File: src/rtl/lcdrf_pkg.sv
// ----------------------------------------------------------------------------
// lcdrf_pkg
// Shared types and constants for the rectangle fill command generator.
// ----------------------------------------------------------------------------
package lcdrf_pkg;

	// display controller command bytes
	localparam logic [7:0] CMD_COLUMN_SET   = 8'h2A;
	localparam logic [7:0] CMD_ROW_SET      = 8'h2B;
	localparam logic [7:0] CMD_MEMORY_WRITE = 8'h2C;

	// panel dimensions are at most 4095, so clipped sizes fit in 12 bits
	localparam int DIM_W   = 12;
	localparam int COUNT_W = 18;

	// job queue between front and back
	localparam int QUEUE_DEPTH = 4;
	localparam int QUEUE_AW    = 2;

	// one rectangle fill request
	typedef struct packed {
		logic signed [15:0] rect_x;
		logic signed [15:0] rect_y;
		logic signed [15:0] rect_w;
		logic signed [15:0] rect_h;
		logic [15:0]        fill_color;
	} rect_req_t;

	// one emitted controller item
	typedef struct packed {
		logic               is_data;
		logic [7:0]         out_byte;
		logic               is_pixel_run;
		logic [COUNT_W-1:0] pixel_count;
		logic [15:0]        pixel_color;
		logic               last;
	} fill_res_t;

	// classified and clipped job handed to the back end
	typedef struct packed {
		logic [15:0]        x0;
		logic [15:0]        x1;
		logic [15:0]        y0;
		logic [15:0]        y1;
		logic [COUNT_W-1:0] count;
		logic [15:0]        color;
	} fill_job_t;

endpackage

File: src/rtl/lcdrf_front.sv
// ----------------------------------------------------------------------------
// lcdrf_front
// Accepts requests, drops empty or off-screen ones, clips the rectangle and
// forms end coordinates and pixel count over two stages.
// ----------------------------------------------------------------------------
module lcdrf_front import lcdrf_pkg::*; #(
	parameter int PANEL_WIDTH  = 320,
	parameter int PANEL_HEIGHT = 480
) (
	input  logic                clk,
	input  logic                arst_n,
	input  logic                start,
	output logic                busy,
	input  rect_req_t           request,
	input  logic                swap_dims,
	input  logic [QUEUE_AW:0]   queue_fill,
	output logic                push,
	output fill_job_t           push_job
);

	localparam logic signed [17:0] PW_E = 18'(PANEL_WIDTH);
	localparam logic signed [17:0] PH_E = 18'(PANEL_HEIGHT);
	localparam logic [QUEUE_AW+1:0] DEPTH_C = (QUEUE_AW+2)'(QUEUE_DEPTH);

	logic                    accept;
	logic signed [17:0]      x_e, y_e, w_e, h_e, aw_e, ah_e;
	logic signed [17:0]      cw_e, ch_e;
	logic                    drop;
	logic [QUEUE_AW+1:0]     credit_use;

	logic                    valid_s1;
	logic [15:0]             x0_s1, y0_s1, color_s1;
	logic [DIM_W-1:0]        cw_s1, ch_s1;
	logic [2*DIM_W-1:0]      prod;

	logic                    valid_s2;
	fill_job_t               job_s2;

	// queue slots already claimed by items in flight
	assign credit_use = {1'b0, queue_fill} + (QUEUE_AW+2)'(valid_s1)
		+ (QUEUE_AW+2)'(valid_s2);
	assign busy   = (credit_use >= DEPTH_C);
	assign accept = start && !busy;

	// classify and clip
	always_comb begin
		x_e  = {{2{request.rect_x[15]}}, request.rect_x};
		y_e  = {{2{request.rect_y[15]}}, request.rect_y};
		w_e  = {{2{request.rect_w[15]}}, request.rect_w};
		h_e  = {{2{request.rect_h[15]}}, request.rect_h};
		aw_e = swap_dims ? PH_E : PW_E;
		ah_e = swap_dims ? PW_E : PH_E;
		drop = (x_e < 0) || (y_e < 0) || (x_e >= aw_e) || (y_e >= ah_e)
			|| (w_e <= 0) || (h_e <= 0);
		cw_e = (x_e + w_e > aw_e) ? (aw_e - x_e) : w_e;
		ch_e = (y_e + h_e > ah_e) ? (ah_e - y_e) : h_e;
	end

	// stage 1 control
	always_ff @(posedge clk or negedge arst_n) begin
		if (!arst_n) begin
			valid_s1 <= 1'b0;
		end else begin
			valid_s1 <= accept && !drop;
		end
	end

	// stage 1 payload
	always_ff @(posedge clk) begin
		if (accept) begin
			x0_s1    <= request.rect_x;
			y0_s1    <= request.rect_y;
			color_s1 <= request.fill_color;
			cw_s1    <= cw_e[DIM_W-1:0];
			ch_s1    <= ch_e[DIM_W-1:0];
		end
	end

	assign prod = cw_s1 * ch_s1;

	// stage 2 control
	always_ff @(posedge clk or negedge arst_n) begin
		if (!arst_n) begin
			valid_s2 <= 1'b0;
		end else begin
			valid_s2 <= valid_s1;
		end
	end

	// stage 2 payload: end coordinates and pixel count
	always_ff @(posedge clk) begin
		if (valid_s1) begin
			job_s2.x0    <= x0_s1;
			job_s2.y0    <= y0_s1;
			job_s2.x1    <= x0_s1 + {{(16-DIM_W){1'b0}}, cw_s1} - 16'd1;
			job_s2.y1    <= y0_s1 + {{(16-DIM_W){1'b0}}, ch_s1} - 16'd1;
			job_s2.count <= prod[COUNT_W-1:0];
			job_s2.color <= color_s1;
		end
	end

	assign push     = valid_s2;
	assign push_job = job_s2;

endmodule

File: src/rtl/lcdrf_queue.sv
// ----------------------------------------------------------------------------
// lcdrf_queue
// Short job queue between the front end and the command sequencer.
// ----------------------------------------------------------------------------
module lcdrf_queue import lcdrf_pkg::*; (
	input  logic              clk,
	input  logic              arst_n,
	input  logic              push,
	input  fill_job_t         push_job,
	input  logic              pop,
	output fill_job_t         head,
	output logic              empty,
	output logic [QUEUE_AW:0] fill
);

	localparam logic [QUEUE_AW:0] DEPTH_C = (QUEUE_AW+1)'(QUEUE_DEPTH);

	fill_job_t             mem_q [QUEUE_DEPTH];
	logic [QUEUE_AW-1:0]   wr_ptr_q, rd_ptr_q;
	logic [QUEUE_AW:0]     fill_q;

	// storage
	always_ff @(posedge clk) begin
		if (push) begin
			mem_q[wr_ptr_q] <= push_job;
		end
	end

	// pointers and fill count
	always_ff @(posedge clk or negedge arst_n) begin
		if (!arst_n) begin
			wr_ptr_q <= '0;
			rd_ptr_q <= '0;
			fill_q   <= '0;
		end else begin
			if (push) begin
				wr_ptr_q <= wr_ptr_q + 1'b1;
			end
			if (pop) begin
				rd_ptr_q <= rd_ptr_q + 1'b1;
			end
			if (push && !pop) begin
				fill_q <= fill_q + 1'b1;
			end else if (pop && !push) begin
				fill_q <= fill_q - 1'b1;
			end
		end
	end

	assign head  = mem_q[rd_ptr_q];
	assign empty = (fill_q == '0);
	assign fill  = fill_q;

	// no write into a full queue
	a_no_overflow: assert property (@(posedge clk) disable iff (!arst_n)
		push |-> (fill_q != DEPTH_C) || pop)
		else $error("job queue overflow");

	// no read from an empty queue
	a_no_underflow: assert property (@(posedge clk) disable iff (!arst_n)
		pop |-> !empty)
		else $error("job queue underflow");

endmodule

File: src/rtl/lcdrf_back.sv
// ----------------------------------------------------------------------------
// lcdrf_back
// Command sequencer: walks one job through its twelve controller items,
// one per cycle, and registers each onto the result port.
// ----------------------------------------------------------------------------
module lcdrf_back import lcdrf_pkg::*; (
	input  logic       clk,
	input  logic       arst_n,
	input  logic       empty,
	input  fill_job_t  head,
	output logic       pop,
	output logic       result_valid,
	output fill_res_t  result
);

	localparam logic [3:0] STEP_CASET   = 4'd0;
	localparam logic [3:0] STEP_X0_HI   = 4'd1;
	localparam logic [3:0] STEP_X0_LO   = 4'd2;
	localparam logic [3:0] STEP_X1_HI   = 4'd3;
	localparam logic [3:0] STEP_X1_LO   = 4'd4;
	localparam logic [3:0] STEP_RASET   = 4'd5;
	localparam logic [3:0] STEP_Y0_HI   = 4'd6;
	localparam logic [3:0] STEP_Y0_LO   = 4'd7;
	localparam logic [3:0] STEP_Y1_HI   = 4'd8;
	localparam logic [3:0] STEP_Y1_LO   = 4'd9;
	localparam logic [3:0] STEP_RAMWR   = 4'd10;
	localparam logic [3:0] STEP_RUN     = 4'd11;

	fill_job_t   job_q;
	logic        job_valid_q;
	logic [3:0]  step_q;
	fill_res_t   item;
	logic        result_valid_q;
	fill_res_t   result_q;

	// take the next job as the current one finishes
	assign pop = !empty && (!job_valid_q || (step_q == STEP_RUN));

	// sequencer state
	always_ff @(posedge clk or negedge arst_n) begin
		if (!arst_n) begin
			job_valid_q <= 1'b0;
			step_q      <= STEP_CASET;
		end else if (pop) begin
			job_valid_q <= 1'b1;
			step_q      <= STEP_CASET;
		end else if (job_valid_q) begin
			if (step_q == STEP_RUN) begin
				job_valid_q <= 1'b0;
			end else begin
				step_q <= step_q + 4'd1;
			end
		end
	end

	// current job payload
	always_ff @(posedge clk) begin
		if (pop) begin
			job_q <= head;
		end
	end

	// item for the current step
	always_comb begin
		item         = '0;
		item.is_data = 1'b1;
		case (step_q)
			STEP_CASET: begin
				item.is_data  = 1'b0;
				item.out_byte = CMD_COLUMN_SET;
			end
			STEP_X0_HI: item.out_byte = job_q.x0[15:8];
			STEP_X0_LO: item.out_byte = job_q.x0[7:0];
			STEP_X1_HI: item.out_byte = job_q.x1[15:8];
			STEP_X1_LO: item.out_byte = job_q.x1[7:0];
			STEP_RASET: begin
				item.is_data  = 1'b0;
				item.out_byte = CMD_ROW_SET;
			end
			STEP_Y0_HI: item.out_byte = job_q.y0[15:8];
			STEP_Y0_LO: item.out_byte = job_q.y0[7:0];
			STEP_Y1_HI: item.out_byte = job_q.y1[15:8];
			STEP_Y1_LO: item.out_byte = job_q.y1[7:0];
			STEP_RAMWR: begin
				item.is_data  = 1'b0;
				item.out_byte = CMD_MEMORY_WRITE;
			end
			STEP_RUN: begin
				item.is_pixel_run = 1'b1;
				item.pixel_count  = job_q.count;
				item.pixel_color  = job_q.color;
				item.last         = 1'b1;
			end
			default: item = '0;
		endcase
	end

	// output strobe
	always_ff @(posedge clk or negedge arst_n) begin
		if (!arst_n) begin
			result_valid_q <= 1'b0;
		end else begin
			result_valid_q <= job_valid_q;
		end
	end

	// output payload
	always_ff @(posedge clk) begin
		result_q <= item;
	end

	assign result_valid = result_valid_q;
	assign result       = result_q;

	// step never runs past the pixel run
	a_step_bound: assert property (@(posedge clk) disable iff (!arst_n)
		job_valid_q |-> (step_q <= STEP_RUN))
		else $error("sequencer step out of range");

	// a finished transaction is followed by silence or a fresh column-set
	a_next_job: assert property (@(posedge clk) disable iff (!arst_n)
		(result_valid_q && result_q.last) |=>
			(!result_valid_q || (!result_q.is_data && result_q.out_byte == CMD_COLUMN_SET)))
		else $error("job sequence broken after pixel run");

endmodule

File: src/rtl/lcd_rect_fill_command_generator.sv
// ----------------------------------------------------------------------------
// lcd_rect_fill_command_generator
// Turns rectangle fill requests into display controller command, parameter
// and pixel-run items.
// ----------------------------------------------------------------------------
// path: with the sequencer idle, an accepted request passes the front stage 1 and stage 2
//   registers, the job queue, the sequencer state and the result strobe; the other eleven follow
// throughput: the sequencer emits one item per cycle, twelve per drawn request; a rejected
//   request is accepted but emits nothing
// reset: rotation returns to 0, job queue and sequencer empty
// results leave on a strobe and cannot be held off by the receiver
module lcd_rect_fill_command_generator import lcdrf_pkg::*; #(
	parameter int PANEL_WIDTH  = 320,
	parameter int PANEL_HEIGHT = 480
) (
	input  logic       clk,
	input  logic       arst_n,
	input  logic       start,
	output logic       busy,
	input  rect_req_t  request,
	input  logic       cfg_valid,
	output logic       cfg_ready,
	input  logic [1:0] cfg_data,
	output logic       result_valid,
	output fill_res_t  result
);

	logic [1:0]          rotation_q;
	logic                push, pop, empty;
	fill_job_t           push_job, head;
	logic [QUEUE_AW:0]   queue_fill;

	// rotation register
	assign cfg_ready = 1'b1;

	always_ff @(posedge clk or negedge arst_n) begin
		if (!arst_n) begin
			rotation_q <= 2'd0;
		end else if (cfg_valid && cfg_ready) begin
			rotation_q <= cfg_data;
		end
	end

	// request classification and clipping
	lcdrf_front #(
		.PANEL_WIDTH  (PANEL_WIDTH),
		.PANEL_HEIGHT (PANEL_HEIGHT)
	) u_front (
		.clk        (clk),
		.arst_n     (arst_n),
		.start      (start),
		.busy       (busy),
		.request    (request),
		.swap_dims  (rotation_q[0]),
		.queue_fill (queue_fill),
		.push       (push),
		.push_job   (push_job)
	);

	// job queue
	lcdrf_queue u_queue (
		.clk      (clk),
		.arst_n   (arst_n),
		.push     (push),
		.push_job (push_job),
		.pop      (pop),
		.head     (head),
		.empty    (empty),
		.fill     (queue_fill)
	);

	// command sequencer
	lcdrf_back u_back (
		.clk          (clk),
		.arst_n       (arst_n),
		.empty        (empty),
		.head         (head),
		.pop          (pop),
		.result_valid (result_valid),
		.result       (result)
	);

endmodule

File: config.mk
export PLATFORM = sky130hd
export DESIGN_NAME = lcd_rect_fill_command_generator
export DESIGN_NICKNAME = d
export VERILOG_FILES = /design/src/rtl/lcdrf_pkg.sv /design/src/rtl/lcdrf_front.sv /design/src/rtl/lcdrf_queue.sv /design/src/rtl/lcdrf_back.sv /design/src/rtl/lcd_rect_fill_command_generator.sv
export SDC_FILE = /design/constraint.sdc
export NUM_CORES = 1
export LEC_CHECK = 0
export CORE_ASPECT_RATIO = 0.8
export CORE_MARGIN = 2
export CORE_UTILIZATION = 35
export CTS_BUF_LIST = sky130_fd_sc_hd__clkbuf_16
export DETAILED_ROUTE_END_ITERATION = 10
export DONT_BUFFER_PORTS = 1
export GPL_TIMING_DRIVEN = 1
export HOLD_SLACK_MARGIN = 0.08
export PLACE_DENSITY = 0.48
export SETUP_SLACK_MARGIN = 0.3
export SLEW_MARGIN = 20
export SYNTH_ARGS = -nofsm -noshare
export SYNTH_HDL_FRONTEND = slang
export SYNTH_SLANG_ARGS = --single-unit
export TNS_END_PERCENT = 30
File: constraint.sdc
create_clock -name clk -period 7.49 [get_ports clk]
set_input_delay 0.749 -clock clk [delete_from_list [all_inputs] [get_ports clk]]
set_output_delay 0.749 -clock clk [all_outputs]
set_load 0.02 [all_outputs]
-- Word level (Yosys, flattened, before mapping)
Memory sizes are Yosys's and may differ from the RTL's. A register that Yosys moved wholly into a read port is not among the register bits.
Index checks and enable logic that the tools add are counted.
- register bits after elaboration: 231
- memory bits (writable): 392
- output and inout bits: 48
- memories kept: 1
- memories (name ; depth ; bits a word ; rd ports ; clocked after Yosys merged registers in ; write ports ; RTL line ; text):
    u_queue.mem_q ; 4 ; 98 ; 1 ; 1 ; 1 ; lcdrf_queue.sv:18 ; fill_job_t mem_q [QUEUE_DEPTH];
- add/sub/neg operators: 15
- multiply operators: 1
- magnitude comparators: 9
- equal/unequal tests: 12
- muxes and demuxes: 17
- reduce and logical (&&, ||, !) cells: 23
- operators by type and width (cell ; count):
    one-hot mux 8 bit (11 select lines) ; 1
    > comparator 18 bit ; 2
    2-to-1 mux 36 bit ; 1
    adder 16 x 16 -> 17 bit ; 2
    adder 16 x 12 -> 16 bit ; 2
    greater-or-equal comparator 16 x 10 -> 1 bit ; 2
    less-or-equal comparator 16 x 1 -> 1 bit (second input constant) ; 2
    less-than comparator 16 x 1 -> 1 bit (second input constant) ; 2
    subtractor 16 x 1 -> 16 bit (second input constant) ; 2
    2-to-1 mux 12 bit ; 2
    subtractor 12 bit ; 2
    multiplier 12 x 12 -> 18 bit ; 1
    equality test 4 x 3 -> 1 bit (second input constant) ; 4
    equality test 4 bit (second input constant) ; 4
    2-to-1 mux 8 bit ; 2
    2-to-1 mux 4 bit ; 3
    OR reduction 9 bit ; 1
    equality test 4 x 2 -> 1 bit (second input constant) ; 2
    zero test 1 bit ; 6
    logical OR 1 bit ; 6
    2-to-1 mux 1 bit ; 6
    2-to-1 mux 3 bit ; 2
    logical AND 1 bit ; 5
    adder 2 x 1 -> 2 bit (second input constant) ; 2
    12 further kinds ; 13

-- Longest topological paths before layout
Gate-level depths: netlist (run 1).
- depth after elaboration: 8
- depth in mapped cells: 20
- depth with buffers taken out: 19

-- Modules after synthesis
From an unflattened synthesis (run 1), not the netlist that was laid out.
- cells, all modules: 2126
- area, all modules: 33096.7 sq um
- modules (own cells, without submodules) (module ; times used ; cells an instance ; area each (sq um)):
    lcdrf_queue ; 1 ; 545 ; 14630.3
    lcdrf_front ; 1 ; 1260 ; 13335.3
    lcdrf_back ; 1 ; 317 ; 5079.9
    lcd_rect_fill_command_generator ; 1 ; 4 ; 51.3

-- Worst setup path after synthesis (run 1)
No wires, ideal clock.
- kind: flip-flop to flip-flop
- start point: register u_back.step_q[3]
- end point: register u_queue.fill_q[1] (netlist: u_queue.fill[1])
- setup time: 0.125 ns
- arrival: 7.179 ns
- slack: 0.186 ns
- cell stages (with the launch flop): 10
- path buffers: 0
- clock period less this slack: 7.304 ns
- cells stage by stage: dfrtp_1 clkinv_1 nor2_1 nand2_1 a21oi_1 inv_1 ha_1 inv_1 fa_1 mux2_2
- word-level cells in the longest chain between the ends: 6
- RTL lines (element ; RTL line ; text):
    from (decl) ; lcdrf_back.sv:31 ; logic [3:0] step_q;
    from (signal assigned) ; lcdrf_back.sv:51 ; step_q <= step_q + 4'd1;
    equality test 4 bit * ; lcdrf_back.sv:37 ; assign pop = !empty && (!job_valid_q || (step_q == STEP_RUN));
    logical OR 1 bit * ; lcdrf_back.sv:37 ;
    logical AND 1 bit * ; lcdrf_back.sv:37 ;
    via pop ; lcd_rect_fill_command_generator.sv:29 ; logic push, pop, empty;
    zero test 1 bit ; lcdrf_queue.sv:42 ; if (push && !pop) begin
    logical AND 1 bit ; lcdrf_queue.sv:42 ;
    2-to-1 mux 3 bit / nonzero test 2 bit (equally long branches) ; n/a ;
    to (signal assigned) ; lcdrf_queue.sv:43 ; fill_q <= fill_q + 1'b1;
    to (signal assigned) ; lcdrf_queue.sv:45 ; fill_q <= fill_q - 1'b1;
    to (decl) ; lcdrf_queue.sv:20 ; logic [QUEUE_AW:0] fill_q;
Mark *: on every way through the listed nets, which the timed path passes. The rest lies on a longest branch.
A chain may end at the register's enable or synchronous reset.

-- Final worst setup path (run 1)
- start point: register u_front.ch_s1[6]
- end point: register u_front.job_s2 (netlist bit u_front.push_job[33]) (data pin)
- word-level cells in the longest chain between the ends: 1
- RTL lines (element ; RTL line ; text):
    from (decl) ; lcdrf_front.sv:33 ; logic [DIM_W-1:0] cw_s1, ch_s1;
    from (signal assigned) ; lcdrf_front.sv:75 ; ch_s1 <= ch_e[DIM_W-1:0];
    multiplier 12 x 12 -> 18 bit ; lcdrf_front.sv:79 ; assign prod = cw_s1 * ch_s1;
    via u_front.prod[17] ; lcdrf_front.sv:34 ; logic [2*DIM_W-1:0] prod;
    to (decl) ; lcdrf_front.sv:37 ; fill_job_t job_s2;
The timed path passes the listed nets, and every way through them passes these cells.

==> results of run 1 <==
[flip-flops by register name (all words and copies together) (netlist names), 2 cells and up]
signal and cells:
u_front.color_s1 16, u_back.job_q 98, u_front.y0_s1 16, u_back.step_q 4, u_front.x0_s1 16, u_queue.fill 3, u_front.cw_s1 12, u_front.push_job 98
u_back.result 44, u_front.ch_s1 12, u_queue.rd_ptr_q 2, u_queue.mem_q 392, u_queue.wr_ptr_q 2
[critical path, delay by kind of cell (launching register included)]
family          cells  cell delay, ps
fa+ha+maj           6            2980
flops               1             570
xor+xnor            1             160
simple gates        4             560
buf+inv             5             580
compound gates      2             390
[final cells by class]
cell class | instances | area, µm²
clock buffers | 77 | 1930
clock inverters | 63 | 512
fillers | 8598 | 56200
inverters | 267 | 1000
multi-input cells | 1098 | 10500
flip-flops and latches | 720 | 21100
well taps | 1224 | 1530
repair buffers | 22 | 220
[per-stage QoR]
| stage | std cells | hold WS [ps] | power (mW) | area, µm² | utilization |
|---|---|---|---|---|---|
| after floorplan | 2151 | 400 | 10.9 | 32900 | - |
| after global placement | 3328 | 408 | 13.0 | 34300 | 0.369 |
| after detailed placement | 3328 | 407 | 13.0 | 34300 | 0.369 |
| after CTS | 3470 | 156 | 16.8 | 36800 | 0.395 |
| after global routing | 3471 | 153 | 17.8 | 36800 | 0.396 |
| final | 3471 | 204 | 16.5 | 36800 | 0.396 |
[repair_timing]
item / CTS / global route
hold buffers: 2 / 0
hold endpoints to repair: 16 / 0
buffers inserted: 0 / 0
[cell families (layout without fill, tap and decap cells)]
| kind of cell | after synthesis | in the layout | synth area share |
|---|---|---|---|
| AO/OA/AOI/OAI | 218 | 218 | 0.0460 |
| XOR/XNOR | 85 | 85 | 0.0226 |
| adder cells (fa/ha/maj) | 237 | 237 | 0.111 |
| buffers and inverters | 333 | 429 | 0.0387 |
| flip-flops | 720 | 720 | 0.642 |
| multiplexers | 132 | 132 | 0.0786 |
| other | 1 | 1 | 0.000114 |
| AND/OR/NAND/NOR | 425 | 425 | 0.0613 |
[power groups by stage]
| stage | logic, mW | clock network [mW] | registers, mW |
|---|---|---|---|
| floorplan | 5.64 | 0 | 5.31 |
| global placement | 7.43 | 0 | 5.57 |
| detailed placement | 7.47 | 0 | 5.56 |
| CTS | 7.53 | 3.75 | 5.48 |
| global route | 8.37 | 3.92 | 5.51 |
| finish | 7.37 | 3.63 | 5.47 |
[per-layer routing]
layer | vias to the layer above | GRT usage
li1 | 7959 | -
met1 | 8959 | 0.226
met2 | 406 | 0.255
met3 | 96 | 0.0382
met4 | 0 | 0.0373
met5 | - | 0
[synth_stat cells (all sizes together), types with 9 or more instances]
library cell  count
inv             265
buf              21
dfxtp            44
mux4             98
a211oi            9
nand3            17
xnor2            65
fa               92
dfrtp            16
nor3             33
edfxtp          660
o21ai            41
a21oi            48
mux2             29
and2             40
o21a             12
nand2           147
nor2b            10
xor2             20
ha              145
a21o             13
clkbuf           45
nor2            100
nor3b            11
and3             12
nand2b           11
a31oi            14
nor4             22
[path summary, 6_finish.rpt]
check / end / slack [ps] / cells past startpoint
worst max-delay path: u_front.push_job[33]$_DFFE_PP_ / 1970 / 18
worst min-delay path: u_front.x0_s1[9]$_DFFE_PP_ / 200 / 0
worst max register to register: u_front.push_job[33]$_DFFE_PP_ / 1970 / 18
worst min register to register: u_front.push_job[13]$_DFFE_PP_ / 420 / 0
max in group asynchronous: u_front.valid_s1$_DFF_PN0_ / 6710 / 2
min in group asynchronous: u_queue.fill[1]$_DFFE_PN0P_ / 590 / 2
==> results.sh, run 1 <==
export IMPL_num_rows=100
export IMPL_clkTransAtPathRegs_ps=70
export IMPL_cellLeakagePower_nw=13.4
export IMPL_cts_tree="yes"
export IMPL_layout_drive_gt1_share=0.123
export IMPL_p_switching_mw=6.16
export IMPL_layout_common_cells="edfxtp_1 (660), inv_1 (287), nand2_1 (147), ha_1 (145), nor2_1 (99)"
export IMPL_wl_met1_mm=35.4
export IMPL_die_w_um=347
export IMPL_max_freq_mhz=181
export IMPL_grt_pass1_wl_mm=116
export IMPL_p_clk_frac=0.220
export IMPL_crit_chain="inv_1 > nor2_1 > fa_1 > inv_1 > fa_1 > inv_1 > fa_1 > fa_1 > inv_1 > fa_1 > inv_1 > ha_1 > nand3_1 > nand2_1 > a41o_1 > nor4_1 > o41ai_1 > xnor2_1"
export IMPL_endpoint_kind="flop"
export IMPL_syn_inst=2151
export IMPL_final_common_cell="edfxtp_1"
export IMPL_combPwrFrac=0.448
export IMPL_cp_max_fo=8
export IMPL_setup_viol=0
export IMPL_critPathLaunchType="flop"
export IMPL_cts_max_level=3
export IMPL_r2r_start="u_front.ch_s1[6]$_DFFE_PP_"
export IMPL_ios=134
export IMPL_synth_edf_count=660
export IMPL_slew_viol_final=0
export IMPL_finalCritPeriodShare=0.737
export IMPL_met3WireLength_mm=4.48
export IMPL_drc=0
export IMPL_post_dp_hpwl_mm=51.1
export IMPL_synthArstFlopShare=0.0222
export IMPL_yosysSeqAreaShare=0.642
export IMPL_grt_max_degree=84
export IMPL_die_y_um=278
export IMPL_grtUsageTotal=0.161
export IMPL_synth_warning_count=0
export IMPL_finalHoldViolations=0
export IMPL_clk_insertion_delay_late_ps=640
export IMPL_synth_ff_type="edfxtp_1"
export IMPL_cts_buffers=77
export IMPL_clockRootBuffer="clkbuf_16"
export IMPL_core_um2=93100
export IMPL_viasPerCell=5.02
export IMPL_initial_core_util=0.353
export IMPL_grt_setup_unrepaired="false"
export IMPL_drv_cap=0
export IMPL_arrival_ps=5880
export IMPL_grt_overflow=0
export IMPL_syn_nets=2474
export IMPL_synthToLayoutAreaGrowth_pct=12.0
export IMPL_hp_start="request[73]"
export IMPL_synth_area_um2=32900
export IMPL_grt_pass1_vias=18280
export IMPL_critical_path_startpoint="u_front.ch_s1[6]$_DFFE_PP_"
export IMPL_syn_area_per_cell_um2=15.3
export IMPL_hold_class="primary input to flop"
export IMPL_critPathKind="flop to flop"
export IMPL_nNetsFinal=2509
export IMPL_highest_layer="met4"
export IMPL_synth_top_area_cell="edfxtp_1"
export IMPL_setup_slack_ps=1970
export IMPL_slew_headroom=0.350
export IMPL_totalNegativeSetupSlack_ps=0
export IMPL_peakVddDrop_uv=688
export IMPL_route_vias_total=17420
export IMPL_ys_types=75
export IMPL_place_gp_congestion=0.872
export IMPL_routed_wl_mm=76.8
export IMPL_tightest_slew_ps=975
export IMPL_first_iter_violations=1225
export IMPL_intPower_mw=10.3
export IMPL_status="finished, final reports clean"
export IMPL_cpMaxStageDelayCell="edfxtp_1"
export IMPL_firstDrtPassIters=6
export IMPL_met2WireLength_mm=35.5
export IMPL_ys_ff_latch=720
export IMPL_clock_sinks=720
export IMPL_critPathMaxStageDelay_ps=570
export IMPL_swShare=0.374
export IMPL_cts_buffer_depth=3
export IMPL_diodes=0
export IMPL_antenna_left=0
export IMPL_power_frac_seq=0.332
export IMPL_postCtsResizedCells=0
export IMPL_yosysTopAreaCellShare=0.603
export IMPL_required_ps=7850
export IMPL_dp_slack_ps=2000
export IMPL_fin_skew_ps=25.1
export IMPL_grt_antenna_before_repair=4
export IMPL_powerDensity_nw_per_um2=447
export IMPL_port_buffers=0
export IMPL_wl_per_cell_um=22.1
export IMPL_ys_top_cells_by_area="edfxtp_1 (60%), mux4_2 (6.7%), fa_1 (5.6%)"
export IMPL_die_area_um2=96500
export IMPL_final_min_clock_period_ps=5520
(Power assumes the default switching activity.)
==> inputs of run 2 (changes only) <==
- clock period: 7.49 -> 5.05 ns (I/O delays scaled with it)
==> results.sh, run 2 (synthesis results as in run 1) <==
export IMPL_fill_cells=8506
export IMPL_status="finished, final reports clean"
export IMPL_setup_slack_ps=195
export IMPL_critPathKind="flop to flop"
export IMPL_core_um2=93100
export IMPL_first_iter_violations=1113
export IMPL_arrival_ps=5210
export IMPL_largest_reg_flops=392
export IMPL_grt_pass1_wl_mm=117
export IMPL_drc=0
export IMPL_grt_overflow=0
export IMPL_hold_end="u_front.cw_s1[0]$_DFFE_PP_"
export IMPL_clkTransAtPathRegs_ps=60
export IMPL_peakVddDrop_uv=1280
export IMPL_r2r_cells=17
export IMPL_setup_viol=0
export IMPL_max_freq_mhz=206
export IMPL_finalNonFillerCells=3627
export IMPL_required_ps=5410
export IMPL_viasPerCell=4.92
export IMPL_antenna_left=0
export IMPL_grt_max_degree=101
export IMPL_synthToLayoutAreaGrowth_pct=17.0
export IMPL_place_gp_congestion=0.876
export IMPL_final_common_cell="edfxtp_1"
export IMPL_multi_input_comb_area_um2=10700
export IMPL_worstReg2RegEnd="u_front.push_job[31]$_DFFE_PP_"
export IMPL_grt_setup_unrepaired="true"
export IMPL_clockRootBuffer="clkbuf_16"
export IMPL_drv_cap=0
export IMPL_tightest_slew_ps=1060
export IMPL_cellLeakagePower_nw=14.2
export IMPL_critPathMaxStageDelay_ps=530
export IMPL_ios=134
export IMPL_layout_drive_gt1_share=0.170
export IMPL_clock_sinks=720
export IMPL_regMostFlops="u_queue.mem_q"
export IMPL_wl_per_cell_um=21.4
export IMPL_dp_slack_ps=-135
export IMPL_crit_chain="buf_6 > nand2_1 > fa_1 > fa_1 > inv_1 > fa_1 > fa_1 > inv_1 > fa_1 > inv_1 > ha_4 > o41a_1 > a41o_1 > nor4_2 > buf_4 > nor3_1 > xor2_1"
export IMPL_grtUsageTotal=0.162
export IMPL_critPathLaunchType="flop"
export IMPL_cts_tree="yes"
export IMPL_final_min_clock_period_ps=4850
export IMPL_grt_pass1_vias=18921
export IMPL_cts_buffer_depth=3
export IMPL_grt_antenna_before_repair=1
export IMPL_firstDrtPassIters=5
export IMPL_endpoint_kind="flop"
export IMPL_post_dp_hpwl_mm=52.9
export IMPL_worst_path_most_repeated_cell="fa_1"
export IMPL_r2r_slack_ps=200
export IMPL_die_w_um=347
export IMPL_whs_path_depth=1
export IMPL_ff_latch_area_um2=21100
export IMPL_die_y_um=278
export IMPL_initial_core_util=0.353
export IMPL_finalHoldViolations=0
export IMPL_cts_max_level=3
export IMPL_finalPower_mw=27.3
export IMPL_r2r_start="u_front.cw_s1[5]$_DFFE_PP_"
export IMPL_nNetsFinal=2659
export IMPL_powerDensity_nw_per_um2=709
export IMPL_port_buffers=0
export IMPL_num_rows=100
export IMPL_layout_common_cells="edfxtp_1 (660), inv_1 (274), nand2_1 (145), ha_1 (136), buf_4 (108)"
export IMPL_routed_wl_mm=77.5
export IMPL_slew_viol_final=0
export IMPL_fin_skew_ps=40.1
export IMPL_dp_cells=3412
export IMPL_die_area_um2=96500
export IMPL_cts_buffers=77
export IMPL_hold_class="primary input to flop"
export IMPL_cpMaxStageDelayCell="fa_1"
export IMPL_cp_max_fo=4
export IMPL_route_vias_total=17830
export IMPL_clk_insertion_delay_late_ps=650
export IMPL_slew_headroom=0.293
export IMPL_hp_start="request[32]"
export IMPL_finalCritPeriodShare=0.961
[run 2: cell types whose count changed in the layout (fill, tap and decap cells not counted), sizes merged]
cell / before / now
dlygate4sd3: 1 / 53
diode: 0 / 2
clkinv: 35 / 33
inv: 289 / 286
clkinvlp: 2 / 5
buf: 21 / 119
bufinv: 4 / 10
[run 2: repair_timing]
action / in CTS / in global routing
gates resized for setup: 12 / 17
hold buffers: 54 / 0
endpoints found under the hold margin: 68 / 0
buffers inserted: 15 / 0
pin swaps: 18 / 11
endpoints found under the setup margin: 4 / 6
[run 2: worst max path at each step]
| stage | startpoint | to | cells past startpoint |
|---|---|---|---|
| 2_1_floorplan | u_front.ch_s1[5]$_DFFE_PP_ | u_front.push_job[32]$_DFFE_PP_ | 16 |
| 3_3_place_gp | u_front.ch_s1[3]$_DFFE_PP_ | u_front.push_job[33]$_DFFE_PP_ | 18 |
| 3_5_place_dp | u_front.ch_s1[3]$_DFFE_PP_ | u_front.push_job[33]$_DFFE_PP_ | 18 |
| 4_1_cts | u_front.ch_s1[5]$_DFFE_PP_ | u_front.push_job[31]$_DFFE_PP_ | 18 |
| 5_1_grt | u_front.cw_s1[5]$_DFFE_PP_ | u_front.push_job[31]$_DFFE_PP_ | 19 |
| 6_report | u_front.cw_s1[5]$_DFFE_PP_ | u_front.push_job[31]$_DFFE_PP_ | 17 |
[run 2: through the flow]
stage / hold WS, ps / TNS [ps] / instance area [µm²] / utilization
2_1_floorplan: 209 / 0 / 32900 / -
3_3_place_gp: 211 / -182 / 35000 / 0.376
3_5_place_dp: 212 / -272 / 35000 / 0.376
4_1_cts: 80.4 / 0 / 38400 / 0.413
5_1_grt: 83.1 / -6.41 / 38500 / 0.413
6_report: 122 / 0 / 38500 / 0.413
[run 2: metal layers]
| layer | GRT usage | part of all wire |
|---|---|---|
| met3 | 0.0334 | 0.049 |
| met1 | 0.225 | 0.47 |
| met5 | 0 | 0 |
| met4 | 0.0467 | 0.025 |
| met2 | 0.257 | 0.46 |
[run 2: report_power, final]
part	switching, mW	internal [mW]
sequential	0.545	7.53
clock	2.39	3.34
combinational	7.02	6.47
total	9.96	17.3
[run 2: critical path: cells and delay by family, from the launching register on]
kind / cells / cell delay (ps)
compound gates: 2 / 640
fa+ha+maj: 6 / 2510
flops: 1 / 480
simple gates: 3 / 270
buf+inv: 5 / 540
xor+xnor: 1 / 160
[run 2: cell type report]
type	instances	share of cell area
diodes	2	0.000130
flip-flops and latches	720	0.548
clock inverters	67	0.0179
inverters	267	0.0260
repair buffers	172	0.0395
clock buffers	77	0.0501
well taps	1224	0.0398
multi-input cells	1098	0.278
==> inputs of run 3 (changes only) <==
- SETUP_SLACK_MARGIN: 0.3 -> not set
==> results.sh, run 3 (synthesis results as in run 1) <==
export IMPL_status="finished, final reports clean"
export IMPL_antenna_left=0
export IMPL_firstDrtPassIters=8
export IMPL_cp_max_fo=6
export IMPL_required_ps=5390
export IMPL_r2r_cells=17
export IMPL_die_y_um=278
export IMPL_die_w_um=347
export IMPL_num_rows=100
export IMPL_die_area_um2=96500
export IMPL_cpMaxStageDelayCell="edfxtp_1"
export IMPL_routed_wl_mm=77.3
export IMPL_slew_viol_final=0
export IMPL_diodes=0
export IMPL_layout_common_cells="edfxtp_1 (660), inv_1 (264), nand2_1 (142), ha_1 (131)"
export IMPL_layout_drive_gt1_share=0.175
export IMPL_viasPerCell=4.92
export IMPL_critPathLaunchType="flop"
export IMPL_max_freq_mhz=201
export IMPL_final_common_cell="edfxtp_1"
export IMPL_dp_slack_ps=-106
export IMPL_synthToLayoutAreaGrowth_pct=17.7
export IMPL_clkTransAtPathRegs_ps=60
export IMPL_finalCritPeriodShare=0.984
export IMPL_clock_sinks=720
export IMPL_final_min_clock_period_ps=4970
export IMPL_clk_insertion_delay_late_ps=640
export IMPL_ios=134
export IMPL_dp_cells=3400
export IMPL_first_iter_violations=1220
export IMPL_finalPower_mw=27.8
export IMPL_tightest_slew_ps=973
export IMPL_setup_viol=0
export IMPL_regMostFlops="u_queue.mem_q"
export IMPL_cts_buffers=78
export IMPL_clockRootBuffer="clkbuf_16"
export IMPL_cts_buffer_depth=3
export IMPL_finalHoldViolations=0
export IMPL_route_vias_total=17872
export IMPL_grt_overflow=0
export IMPL_cp_depth=17
export IMPL_r2r_slack_ps=80
export IMPL_fin_skew_ps=37.4
export IMPL_path_buf_inv=5
export IMPL_critPathMaxStageDelay_ps=570
export IMPL_powerDensity_nw_per_um2=717
export IMPL_wl_per_cell_um=21.3
export IMPL_largest_reg_flops=392
export IMPL_fill_cells=8464
export IMPL_cp_top_family="adder cells"
export IMPL_core_um2=93100
export IMPL_grt_max_degree=101
export IMPL_slew_headroom=0.351
export IMPL_cts_max_level=3
export IMPL_port_buffers=0
export IMPL_arrival_ps=5310
export IMPL_post_dp_hpwl_mm=52.1
export IMPL_finalCoreUtilization=0.416
export IMPL_nNetsFinal=2665
export IMPL_cts_tree="yes"
export IMPL_cellLeakagePower_nw=14.2
export IMPL_peakVddDrop_uv=1140
export IMPL_grt_antenna_before_repair=5
export IMPL_grt_setup_unrepaired="true"
export IMPL_grt_pass1_vias=18745
export IMPL_endpoint_kind="flop"
export IMPL_grt_pass1_wl_mm=117
export IMPL_grtUsageTotal=0.161
export IMPL_whs_path_depth=1
export IMPL_setup_slack_ps=81.0
export IMPL_totalNegativeSetupSlack_ps=0
export IMPL_initial_core_util=0.353
export IMPL_hold_class="primary input to flop"
export IMPL_finalNonFillerCells=3630
export IMPL_place_gp_congestion=0.856
export IMPL_worst_path_most_repeated_cell="fa_1"
export IMPL_drc=0
export IMPL_critPathKind="flop to flop"
export IMPL_crit_chain="buf_6 > nand2_1 > fa_1 > fa_2 > inv_2 > ha_4 > fa_1 > inv_1 > fa_1 > inv_2 > ha_4 > o41a_1 > a41o_1 > nor4_2 > buf_4 > o41ai_4 > xnor2_1"
export IMPL_drv_cap=0
## run 3: cell types whose count changed in the layout (fill, tap and decap cells not counted), sizes merged
cell         delta
inv             -6
bufinv          -2
diode           -2
clkinvlp        +3
dlygate4sd3    +10
clkbuf          +1
buf             -5
clkinv          +4
## run 3: path summary, 6_finish.rpt
path / from / endpoint
max: u_front.cw_s1[5]$_DFFE_PP_ / u_front.push_job[33]$_DFFE_PP_
min: request[34] / u_front.cw_s1[2]$_DFFE_PP_
max reg2reg: u_front.cw_s1[5]$_DFFE_PP_ / u_front.push_job[33]$_DFFE_PP_
min reg2reg: u_front.color_s1[14]$_DFFE_PP_ / u_front.push_job[14]$_DFFE_PP_
max in group asynchronous: arst_n / u_front.valid_s1$_DFF_PN0_
min in group asynchronous: arst_n / u_queue.fill[1]$_DFFE_PN0P_
## run 3: per-stage QoR
step / hold WS [ps] / cell area [µm²]
2_1_floorplan: 209 / 32900
3_3_place_gp: 211 / 34900
3_5_place_dp: 212 / 34900
4_1_cts: 83.2 / 38300
5_1_grt: 89.5 / 38700
6_report: 119 / 38700
## run 3: layout make-up
type	instances	area (µm²)	area share
multi-input cells	1098	10800	0.279
well taps	1224	1530	0.0395
flip-flops and latches	720	21100	0.545
repair buffers	177	1670	0.0431
clock buffers	78	1950	0.0504
inverters	267	1000	0.0259
clock inverters	66	661	0.0171
## run 3: worst reg2reg max path, stage by stage (launching register included)
cell and delay [ps]:
edfxtp_1 570, buf_6 160, nand2_1 70, fa_1 480
fa_2 550, inv_2 50, ha_4 230, fa_1 530
inv_1 50, fa_1 490, inv_2 50, ha_4 150
o41a_1 440, a41o_1 260, nor4_2 250, buf_4 170
o41ai_4 60, xnor2_1 150
## run 3: where the power goes
group | internal, mW | leakage, nW | switching (mW)
registers | 7.54 | 6.52 | 0.559
logic | 6.71 | 6.39 | 7.25
clock network | 3.28 | 1.30 | 2.42
## run 3: layer usage
metal,wire [µm],GRT usage
met2,35800,0.255
met1,36300,0.228
met4,1830,0.0468
met3,3390,0.0283
met5,0,0
## run 3: what timing repair did
action                                  4_1_cts  5_1_grt
setup buffers                                 4       17
hold buffers                                 64        0
pin swaps                                     0       53
endpoints found under the hold margin        78        0
endpoints found under the setup margin        3        4
resized for setup                             3       58
